$ cat src/hw/rtl/spq_pkg.sv
// ----------------------------------------------------------------------------
// spq_pkg
// Shared types and constants for the stable priority queue core.
// ----------------------------------------------------------------------------
package spq_pkg;

    localparam int PRI_W   = 3;
    localparam int TAG_W   = 8;
    localparam int OCC_W   = 5;
    localparam int NUM_PRI = 4;

    localparam logic [PRI_W-1:0] PRI_MIN = 3'd1;
    localparam logic [PRI_W-1:0] PRI_MAX = 3'd4;

    typedef enum logic {
        MODE_ENQ = 1'b0,
        MODE_DEQ = 1'b1
    } t_mode;

    typedef enum logic [1:0] {
        ST_OK    = 2'd0,
        ST_FULL  = 2'd1,
        ST_EMPTY = 2'd2
    } t_status;

    typedef struct packed {
        logic             mode;
        logic [PRI_W-1:0] priority_req;
        logic [TAG_W-1:0] tag;
    } t_in_word;

    typedef struct packed {
        logic [1:0]       status;
        logic [PRI_W-1:0] out_priority;
        logic [TAG_W-1:0] out_tag;
        logic [OCC_W-1:0] occupancy;
    } t_out_word;

    // one slot of the queue
    typedef struct packed {
        logic             valid;
        logic [PRI_W-1:0] pri;
        logic [TAG_W-1:0] tag;
    } t_entry;

    // broadcast from the control to every cell
    typedef struct packed {
        logic             enq;
        logic             deq;
        logic [PRI_W-1:0] min_pri;
        logic [PRI_W-1:0] pri;
        logic [TAG_W-1:0] tag;
    } t_cell_ctl;

    function automatic logic [PRI_W-1:0] clamp_pri(input logic [PRI_W-1:0] p);
        logic [PRI_W-1:0] r;
        r = p;
        if (p < PRI_MIN) begin
            r = PRI_MIN;
        end else if (p > PRI_MAX) begin
            r = PRI_MAX;
        end
        return r;
    endfunction

endpackage

$ cat src/hw/rtl/spq_cell.sv
// ----------------------------------------------------------------------------
// spq_cell
// One queue slot: loads on enqueue when it is the first free slot, takes its
// right neighbour's entry on dequeue at and after the removed slot.
// ----------------------------------------------------------------------------
module spq_cell (
    input  logic                              i_clk,
    input  logic                              i_rst_n,
    input  spq_pkg::t_cell_ctl                i_ctl,
    input  logic                              i_left_valid,
    input  logic                              i_hit,
    input  spq_pkg::t_entry                   i_right,
    output spq_pkg::t_entry                   o_entry,
    output logic                              o_hit,
    output logic                              o_first,
    output logic [spq_pkg::NUM_PRI-1:0]       o_has_pri
);
    import spq_pkg::*;

    logic             r_valid;
    logic [PRI_W-1:0] r_pri;
    logic [TAG_W-1:0] r_tag;
    logic             w_match;
    logic             w_shift;
    logic             w_load;

    assign w_match = r_valid && (r_pri == i_ctl.min_pri);
    assign o_hit   = i_hit | w_match;
    assign o_first = w_match & ~i_hit;
    assign w_shift = i_ctl.deq & o_hit;
    assign w_load  = i_ctl.enq & ~r_valid & i_left_valid;

    always_comb begin
        for (int j = 0; j < NUM_PRI; j++) begin
            o_has_pri[j] = r_valid && (r_pri == PRI_W'(j + 1));
        end
    end

    assign o_entry.valid = r_valid;
    assign o_entry.pri   = r_pri;
    assign o_entry.tag   = r_tag;

    always_ff @(posedge i_clk) begin
        if (!i_rst_n) begin
            r_valid <= 1'b0;
        end else if (w_shift) begin
            r_valid <= i_right.valid;
        end else if (w_load) begin
            r_valid <= 1'b1;
        end
    end

    always_ff @(posedge i_clk) begin
        if (w_shift) begin
            r_pri <= i_right.pri;
            r_tag <= i_right.tag;
        end else if (w_load) begin
            r_pri <= i_ctl.pri;
            r_tag <= i_ctl.tag;
        end
    end

endmodule

$ cat src/hw/rtl/stable_priority_queue_core.sv
// ----------------------------------------------------------------------------
// stable_priority_queue_core
// Bounded queue kept in arrival order in a row of cells; dequeue removes the
// oldest entry of the most urgent priority and closes the gap.
//
//   channel   direction   signals                          word
//   in        input       i_in_valid / o_in_ready          t_in_word
//   out       output      o_out_valid / i_out_ready        t_out_word
//
// each word is accepted in S_IDLE, which registers the lowest held priority
// (or-tree over the cells); S_EXEC then runs the hit chain along the cells,
// shifts or loads them and writes the output register
// synchronous active-low reset empties the queue at once, no clearing pass
// a word is taken while the previous result still waits; a held result
// stalls S_EXEC until it is taken
// ----------------------------------------------------------------------------
module stable_priority_queue_core #(
    parameter int DEPTH = 16
) (
    input  logic                i_clk,
    input  logic                i_rst_n,
    input  logic                i_in_valid,
    output logic                o_in_ready,
    input  spq_pkg::t_in_word   i_in_word,
    output logic                o_out_valid,
    input  logic                i_out_ready,
    output spq_pkg::t_out_word  o_out_word
);
    import spq_pkg::*;

    localparam int CW = $clog2(DEPTH + 1);

    typedef enum logic [1:0] {
        S_IDLE = 2'b01,
        S_EXEC = 2'b10
    } t_state;

    t_state           r_state, n_state;
    t_in_word         r_in;
    logic [PRI_W-1:0] r_min, n_min;
    logic [CW-1:0]    r_count, n_count;
    logic             r_out_valid;
    t_out_word        r_out;

    t_cell_ctl        w_ctl;
    t_entry           w_entry [DEPTH+1];
    logic [DEPTH:0]   w_hit;
    logic [DEPTH:0]   w_left;
    logic [DEPTH-1:0] w_valid;
    logic [DEPTH-1:0] w_first;
    logic [NUM_PRI-1:0] w_has [DEPTH];
    logic [NUM_PRI-1:0] w_has_any;
    logic [TAG_W-1:0] w_sel_tag;
    logic             w_fire;
    logic             w_is_enq;
    logic             w_full;
    logic             w_empty;
    logic [CW+OCC_W-1:0] w_occ_ext;
    t_out_word        n_out;

    // cell row
    assign w_hit[0]       = 1'b0;
    assign w_left[0]      = 1'b1;
    assign w_entry[DEPTH] = '0;

    for (genvar g = 0; g < DEPTH; g++) begin : g_cell
        spq_cell u_cell (
            .i_clk        (i_clk),
            .i_rst_n      (i_rst_n),
            .i_ctl        (w_ctl),
            .i_left_valid (w_left[g]),
            .i_hit        (w_hit[g]),
            .i_right      (w_entry[g+1]),
            .o_entry      (w_entry[g]),
            .o_hit        (w_hit[g+1]),
            .o_first      (w_first[g]),
            .o_has_pri    (w_has[g])
        );
        assign w_valid[g]  = w_entry[g].valid;
        assign w_left[g+1] = w_entry[g].valid;
    end

    // lowest held priority
    always_comb begin
        w_has_any = '0;
        for (int i = 0; i < DEPTH; i++) begin
            w_has_any = w_has_any | w_has[i];
        end
        n_min = PRI_MAX;
        for (int j = NUM_PRI - 1; j >= 0; j--) begin
            if (w_has_any[j]) begin
                n_min = PRI_W'(j + 1);
            end
        end
    end

    // tag of the removed slot
    always_comb begin
        w_sel_tag = '0;
        for (int i = 0; i < DEPTH; i++) begin
            w_sel_tag = w_sel_tag | ({TAG_W{w_first[i]}} & w_entry[i].tag);
        end
    end

    assign o_in_ready = (r_state == S_IDLE);
    assign w_fire     = (r_state == S_EXEC) && (!r_out_valid || i_out_ready);
    assign w_is_enq   = (r_in.mode == MODE_ENQ);
    assign w_full     = w_valid[DEPTH-1];
    assign w_empty    = ~w_valid[0];

    always_comb begin
        w_ctl.enq     = w_fire & w_is_enq & ~w_full;
        w_ctl.deq     = w_fire & ~w_is_enq & ~w_empty;
        w_ctl.min_pri = r_min;
        w_ctl.pri     = clamp_pri(r_in.priority_req);
        w_ctl.tag     = r_in.tag;
    end

    always_comb begin
        n_count = r_count;
        if (w_ctl.enq) begin
            n_count = r_count + CW'(1);
        end else if (w_ctl.deq) begin
            n_count = r_count - CW'(1);
        end
    end

    assign w_occ_ext = {{OCC_W{1'b0}}, n_count};

    always_comb begin
        n_out.status       = ST_OK;
        n_out.out_priority = '0;
        n_out.out_tag      = '0;
        n_out.occupancy    = w_occ_ext[OCC_W-1:0];
        if (w_is_enq) begin
            if (w_full) begin
                n_out.status = ST_FULL;
            end
        end else if (w_empty) begin
            n_out.status = ST_EMPTY;
        end else begin
            n_out.out_priority = r_min;
            n_out.out_tag      = w_sel_tag;
        end
    end

    always_comb begin
        n_state = r_state;
        unique case (r_state)
            S_IDLE: begin
                if (i_in_valid) begin
                    n_state = S_EXEC;
                end
            end
            S_EXEC: begin
                if (w_fire) begin
                    n_state = S_IDLE;
                end
            end
            default: n_state = S_IDLE;
        endcase
    end

    always_ff @(posedge i_clk) begin
        if (!i_rst_n) begin
            r_state     <= S_IDLE;
            r_count     <= '0;
            r_out_valid <= 1'b0;
        end else begin
            r_state <= n_state;
            r_count <= n_count;
            if (w_fire) begin
                r_out_valid <= 1'b1;
            end else if (i_out_ready) begin
                r_out_valid <= 1'b0;
            end
        end
    end

    always_ff @(posedge i_clk) begin
        if (i_in_valid && o_in_ready) begin
            r_in  <= i_in_word;
            r_min <= n_min;
        end
        if (w_fire) begin
            r_out <= n_out;
        end
    end

    assign o_out_valid = r_out_valid;
    assign o_out_word  = r_out;

    // count agrees with the occupied cells
    a_count_match: assert property (@(posedge i_clk) disable iff (!i_rst_n)
        32'(r_count) == 32'($countones(w_valid)))
        else $error("count does not match occupied cells");

    // occupied cells form a contiguous run from the oldest slot
    a_contiguous: assert property (@(posedge i_clk) disable iff (!i_rst_n)
        ((w_valid >> 1) & ~w_valid) == '0)
        else $error("gap in occupied cells");

    // at most one slot is picked for removal
    a_one_pick: assert property (@(posedge i_clk) disable iff (!i_rst_n)
        $onehot0(w_first))
        else $error("several slots picked");

    // an empty report leaves nothing held
    a_empty_occ: assert property (@(posedge i_clk) disable iff (!i_rst_n)
        w_fire && !w_is_enq && w_empty |=> o_out_word.occupancy == '0)
        else $error("empty report with entries held");

endmodule
$ cat config.mk
export PLATFORM = sky130hd
export DESIGN_NAME = stable_priority_queue_core
export DESIGN_NICKNAME = d
export VERILOG_FILES = /design/src/hw/rtl/spq_pkg.sv /design/src/hw/rtl/spq_cell.sv /design/src/hw/rtl/stable_priority_queue_core.sv
export SDC_FILE = /design/constraint.sdc
export NUM_CORES = 1
export LEC_CHECK = 0
export BUFFER_PORTS_ARGS = -buffer_cell sky130_fd_sc_hd__buf_2
export CORE_UTILIZATION = 50
export DETAILED_ROUTE_END_ITERATION = 8
export PLACE_DENSITY_LB_ADDON = 0.25
export SLEW_MARGIN = 20
export SYNTH_ARGS = -nofsm -noshare
export SYNTH_HDL_FRONTEND = slang
export SYNTH_SLANG_ARGS = --single-unit
$ cat constraint.sdc
create_clock -name i_clk -period 4.5 [get_ports i_clk]
set_input_delay 0 -clock i_clk [delete_from_list [all_inputs] [get_ports i_clk]]
set_output_delay 0 -clock i_clk [all_outputs]
set_load 0.02 [all_outputs]
==> results of run 1 <==
-- layer usage --
| metal | share of wire [%] | track usage, % | vias up |
|---|---|---|---|
| met5 | 0 | 0 | - |
| met4 | 2.0 | 6.26 | 0 |
| met3 | 6.6 | 4.68 | 50 |
| met2 | 48 | 42.2 | 270 |
| met1 | 43 | 33.7 | 4103 |
| li1 | - | - | 3805 |
-- worst paths after layout --
kind / startpoint / end / slack [ns] / depth (start not counted)
hold reg to reg: g_cell[15].u_cell.r_tag[4] / g_cell[15].u_cell.r_tag[4] / 0.48 / 2
hold / removal: i_in_word[10] / r_in[10] / 0.18 / 2
setup / recovery: r_min[0] / g_cell[15].u_cell.r_tag[0] / 0.87 / 8
setup reg to reg: r_min[0] / g_cell[15].u_cell.r_tag[0] / 0.87 / 8
-- cells by family (layout without fill, tap and decap cells) --
logic type | count (synthesis) | count (layout) | share of synthesized area (%)
adders and majority gates | 2 | 2 | 0.209
AOI/OAI and AO/OA | 189 | 189 | 11.0
buffers and inverters | 86 | 159 | 3.55
DFF | 233 | 233 | 55.6
muxes | 133 | 133 | 12.7
xor gates and xnor gates | 52 | 52 | 3.81
and+or+nand+nor | 271 | 271 | 13.1
-- worst register-to-register path, stage by stage, from the launching register on --
cell      delay [ns]
edfxtp_1        0.65
buf_4           0.31
xnor2_1         0.09
and4_1          0.40
or3_1           0.46
nor4_4          0.35
a21o_1          0.56
o21ai_1         0.47
a21oi_1         0.25
-- placed cells by master (no fill, tap or decap), types with 8 or more instances in the layout --
master         instances
a211oi_1               9
a21oi_1               32
a221oi_1               8
a22o_1                 8
a22oi_1                8
a31oi_1                9
a32o_1                 8
a32oi_1                8
and2_1                 8
and4_1                 8
buf_2                 35
buf_4                 33
clkbuf_16             27
dfxtp_1               35
dlygate4sd3_1         14
edfxtp_1             198
inv_1                 28
mux2_2               119
nand2_1               81
nand3b_1              11
nand4_1               11
nand4b_1              11
nor2_1                59
nor2b_1               10
nor4b_1                8
nor4bb_1              12
o21ai_0               44
o22ai_1               15
o32ai_1                8
xnor2_1               46
-- flip-flops by register name, indices dropped and copies added (netlist names) --
register,count
g_cell.u_cell.r_tag,128
g_cell.u_cell.r_pri,48
o_out_word,18
g_cell.u_cell.r_valid,16
r_in,12
r_count,5
r_min,3
r_state,2
o_out_valid,1
-- where the power goes --
group / switching [mW] / internal [mW] / leakage, nW
Combinational: 0.0663 / 0.0876 / 2.18
Sequential: 0.0383 / 2.36 / 2.09
Clock: 0.866 / 1.38 / 0.447
Total: 0.971 / 3.82 / 4.72
-- layout make-up --
type / count / share of cell area [%]
multi-input cells: 647 / 36.2
inverters: 29 / 0.805
repair buffers: 82 / 4.16
clock buffers: 30 / 5.08
flip-flops and latches: 233 / 49.1
well taps: 319 / 2.95
clock inverters: 18 / 1.64
-- through the flow --
stage                     setup WS (ns)  power [mW]  area (µm²)  instances
after global routing              0.639        4.92       13500       1358
after floorplan                    1.09        2.54       12000        966
after detailed placement          0.906        2.58       12500       1296
after global placement             1.01        2.58       12500       1296
final                             0.870        4.79       13500       1358
after CTS                         0.878        4.82       13500       1358
==> key figures, run 1 <==
Outcome
  • Run status: finished clean

Yosys
  • Synth top area cells: edfxtp_1, mux2_2, dfxtp_1
  • Synthesized area: 12,000 µm²
  • Distinct cells, synth: 73
  • Cell taking the most area after synthesis: edfxtp_1
  • Post-synthesis sequential area ratio: between 50% and 60%
  • Syn nets: 984
  • Syn Area/Cell: between 10 and 15 µm²
  • Most numerous cell in the Yosys netlist: edfxtp_1
  • Yosys top cell area share: 49.7%
  • Synth Warn #: 0
  • Post-synth top flop: edfxtp_1
  • Synthesized flop and latch total: 233
  • Asr flop ratio synth: 0%
  • Number of synthesized flops with an enable pin: 198
  • Synth top cells by count: edfxtp_1, mux2_2, nand2_1, nor2_1, xnor2_1
  • Cell count after synthesis: around 970

Die
  • Die Ht: 157 µm
  • CORE AREA: 23,500 µm²
  • Area of the die: 24,500 µm²
  • Top Ports: 36
  • Placement row count: 56
  • Initial Utilization: between 50% and 60%
  • Die Wd: 157 µm

Global routing
  • Initial antenna violation count: 0
  • Total grt overflow: 0
  • Vias in the first global route: 8,071
  • Largest net degree at the start of global routing: 24
  • Global Route Usage Sum: about 25%
  • Global-route wire length before repair: 46,800 µm

Place
  • DP HPWL: 21,900 µm
  • Input/output buffers: 35
  • Gpl congestion: around 0.86

STA
  • Sum of negative setup slack: 0 ns
  • Crit share post-route: 80.7%
  • Slew margin rel.: around 29%
  • Final Hold Fails: 0
  • Minimum clock period: approximately 3.6 ns
  • WHS: 0.183 ns
  • Max-slew violation count: 0
  • Final setup vio count: 0
  • RSZ-0062 raised after global routing: false
  • Max Clock Skew: 0.00892 ns
  • Worst Tran Pin Value: 1.06 ns
  • Peak Freq: 275 MHz

Route
  • Vias after detailed routing: 8,228
  • Detail Route Antenna Nets: 0
  • Via/cell ratio: 6.06
  • Drt first pass iters: 5
  • DR DRC count: 0
  • DRT iter0 DRCs: slightly below 700
  • Routed WL: 30,200 µm
  • DR WL/cell: 22.2 µm

Power
  • Worst vdd ir: roughly 0.29 mV
  • Pleak: 4.72 nW
  • Power per cell area: approximately 350 nW/µm²

Worst setup path
  • WP buf/inv: 1
  • WS Path Type: reg -> reg
  • WP data arrival: 4.07 ns
  • Startpoint types: flip-flop
  • Critical path's largest stage delay: ~0.65 ns
  • Worst-path fanout max: 16
  • Top delay family on crit path: compound AO/OA/AOI/OAI gates
  • Worst setup EP type: flip-flop
  • CP max-delay cell: edfxtp_1
  • Worst EP required: a little under 5 ns
  • CP Cell Sequence: buf_4 -> xnor2_1 -> and4_1 -> or3_1 -> nor4_4 -> a21o_1 -> o21ai_1 -> a21oi_1

Clock tree
  • Clk Latency, worst-skew pair: 0.53 ns
  • Reg clk slew, reported paths: 0.06 ns
  • H-tree depth: 1
  • CTS Buffer Depth: 3
  • Post-CTS Setup Repair Bufs: 0
  • CTS buffer count: 26
  • CTS tree: yes
  • Hold-fix buffers, CTS: 14
  • Root Buffer: clkbuf_16
  • Clock sinks: 233
  • Post-CTS sizing: 0

Job
  • Max Cap Viol: 0

Final layout
  • Combined area of the multi-input logic cells: 4900 µm²
  • Sequential Area: 6650 µm²
  • Antenna diode count: 0
  • Fillers: between 1,500 and 2,000
  • Share of layout cells above drive strength 1: 24.9%
  • Area Growth Syn to Fin: 13.1%
  • Final #Nets: 1,037
  • Util after Layout: a little under 60%

Hold path
  • HP Class: in -> reg
No activity file was read; power rests on OpenSTA's default activity.
==> run 2, diff against run 1 <==
==> constraint.sdc (replaced) <==
create_clock -name i_clk -period 3.2 [get_ports i_clk]
set_input_delay 0 -clock i_clk [delete_from_list [all_inputs] [get_ports i_clk]]
set_output_delay 0 -clock i_clk [all_outputs]
set_load 0.02 [all_outputs]
==> run 2 against run 1 <==
Via count shrank 1.0%. Total power grew 35%. Clock skew grew 0.0035 ns. Worst setup slack lost 0.72 ns. Register-to-register slack lost 0.72 ns. Flip-flop and latch count is the same. Non-clock buffer count grew 30. Worst hold slack lost 0.0077 ns. Critical endpoint is now o_out_word[12]. Highest routed layer unchanged.
==> key figures, run 2 (same netlist as run 1, synthesis figures left out) <==
Clock tree
  • CTS tree: yes
  • Root Buffer: clkbuf_16
  • CTS Buffer Depth: 3 (unchanged)
  • Clk Latency, worst-skew pair: 0.54 ns (about the same)
  • Clock sinks: 233 (unchanged)
  • H-tree depth: 1 (unchanged)
  • Reg clk slew, reported paths: 0.06 ns (about the same)
  • CTS buffer count: 26 (unchanged)

STA
  • Worst Tran Pin Value: 1.08 ns (+0.0176 ns)
  • Final Hold Fails: 0 (unchanged)
  • Peak Freq: 328 MHz (+19%)
  • Final setup vio count: 0 (unchanged)
  • Max-slew violation count: 0 (unchanged)
  • Slew margin rel.: 28.1% (-0.91 points)
  • Sum of negative setup slack: 0 ns (unchanged)
  • Crit share post-route: 95.3% (+15 points)
  • Minimum clock period: 3.05 ns (-0.580 ns)
  • RSZ-0062 raised after global routing: false
  • Slack of the critical path: 0.150 ns (-0.720 ns)
  • Max Clock Skew: 0.0124 ns (+0.00349 ns)

Route
  • Routed WL: 28,800 µm (-4.5%)
  • Vias after detailed routing: 8,142 (-1.0%)
  • Via/cell ratio: 5.87 (-3.1%)
  • Drt first pass iters: 5 (unchanged)
  • Detail Route Antenna Nets: 0 (unchanged)
  • DR WL/cell: 20.8 µm (-6.5%)
  • DRT iter0 DRCs: 667 (-3.2%)
  • DR DRC count: 0 (unchanged)

Place
  • Cell Area, Placed: 12,700 µm² (+1.7%)
  • DP HPWL: 21,200 µm (-2.8%)
  • Gpl congestion: 0.937 (+8.4%)
  • Input/output buffers: 35 (unchanged)
  • Worst slack, placed: 0.146 ns (-0.760 ns)
  • Placed Cells: 1,324 (+2.2%)

Final layout
  • Commonest non-fill, non-tap cells in the layout: edfxtp_1, mux2_2, nand2_1, buf_4, nor2_1
  • Final #Nets: 1,067 (+2.9%)
  • Combined area of the multi-input logic cells: 4900 µm² (+0.10%)
  • Non-filler cells, final: 1,387 (+2.1%)
  • Antenna diode count: 0 (unchanged)
  • Top reg by flops: g_cell.u_cell.r_tag
  • Share of layout cells above drive strength 1: 26.4% (+1.5 points)
  • Largest register FFs: 128 (unchanged)
  • Area Growth Syn to Fin: 14.4%
  • Fillers: 1,893 (-1.4%)
  • Commonest non-fill, non-tap cell in the layout: edfxtp_1
  • Sequential Area: 6650 µm² (unchanged)
  • Post-layout instance area: 13,700 µm² (+1.1%)

Power
  • Power per cell area: 473 nW/µm² (+34%)
  • Pleak: 4.82 nW (+2.1%)
  • Worst vdd ir: 0.411 mV (+41%)

Die
  • Initial Utilization: 50.9% (unchanged)
  • Top Ports: 36 (unchanged)
  • Die Ht: 157 µm (unchanged)
  • Area of the die: 24,500 µm² (unchanged)
  • CORE AREA: 23,500 µm² (unchanged)
  • Placement row count: 56 (unchanged)
  • Die Wd: 157 µm (unchanged)

Hold path
  • HP Class: in -> reg
  • HP Start: i_in_word[3]

Worst setup path
  • Worst-path fanout max: 14 (-2)
  • Crit path from: r_min[2]
  • WS Path Type: reg -> reg
  • Worst setup EP type: flip-flop
  • WP data arrival: 3.36 ns (-0.71 ns)
  • Worst EP required: 3.51 ns (-1.43 ns)
  • Startpoint types: flip-flop
  • Reg-to-reg startpoint: r_min[2]

Outcome
  • Run status: finished clean

Global routing
  • Initial antenna violation count: 0 (unchanged)
  • Largest net degree at the start of global routing: 25 (+4.2%)
  • Global Route Usage Sum: 24.4% (-0.79 points)
  • Global-route wire length before repair: 45,600 µm (-2.7%)
  • Total grt overflow: 0 (unchanged)
  • Vias in the first global route: 8,050 (-0.26%)

Job
  • Max Cap Viol: 0 (unchanged)
[run 2: changes by cell type in the layout (fill, tap and decap cells not counted), sizes merged]
cell,previous run,this run
buf,68,97
bufinv,5,1
clkinv,13,6
clkbuf,30,41
dlygate4sd3,14,15
clkinvlp,1,0
[run 2: routing by layer]
metal	GRT usage [%]	share of wire, %	vias up
met3	3.18	5.8	42
met1	33.5	44	3995
met5	0	0	-
li1	-	-	3859
met2	40.9	48	246
met4	5.98	2.2	0
[run 2: layout make-up]
| class | count | share of cell area [%] |
|---|---|---|
| Sequential cell | 233 | 48.6 |
| Multi-Input combinational cell | 647 | 35.9 |
| Timing Repair Buffer | 112 | 5.78 |
| Clock buffer | 41 | 5.54 |
| Tap cell | 319 | 2.92 |
| Inverter | 29 | 0.796 |
| Clock inverter | 6 | 0.467 |
[run 2: where the power goes]
part           switching (mW)  internal [mW]
combinational          0.0987          0.124
clock                    1.19           1.70
sequential             0.0446           3.31
total                    1.34           5.13
[run 2: path summary, 6_finish.rpt]
path	endpoint	slack [ns]	depth (start not counted)
worst max-delay path	o_out_word[12]	0.15	9
worst min-delay path	r_in[3]	0.18	2
worst max register to register	o_out_word[12]	0.15	9
worst min register to register	g_cell[15].u_cell.r_tag[3]	0.47	2
[run 2: worst max-delay path, stage by stage (launching register included)]
cell      delay, ns
edfxtp_1       0.46
buf_4          0.27
xnor2_1        0.16
nand4_1        0.15
nand4b_2       0.26
buf_4          0.26
or4b_1         0.68
o32ai_1        0.18
nor2_1         0.07
a31oi_1        0.33
[run 2: through the flow]
stage	util (%)	total power [mW]	hold slack (ns)
detailed placement	54.0	3.63	0.178
global placement	54.0	3.62	0.177
global route	58.2	6.65	0.160
CTS	58.2	6.52	0.151
floorplan	-	3.57	0.0989
finish	58.2	6.47	0.175
[run 2: repair_timing]
item | 4_1_cts | 5_1_grt
hold buffers | 15 | 0
endpoints found under the hold margin | 29 | 0
setup endpoints to repair | 0 | 8
buffers inserted | 0 | 1
resized for setup | 0 | 2
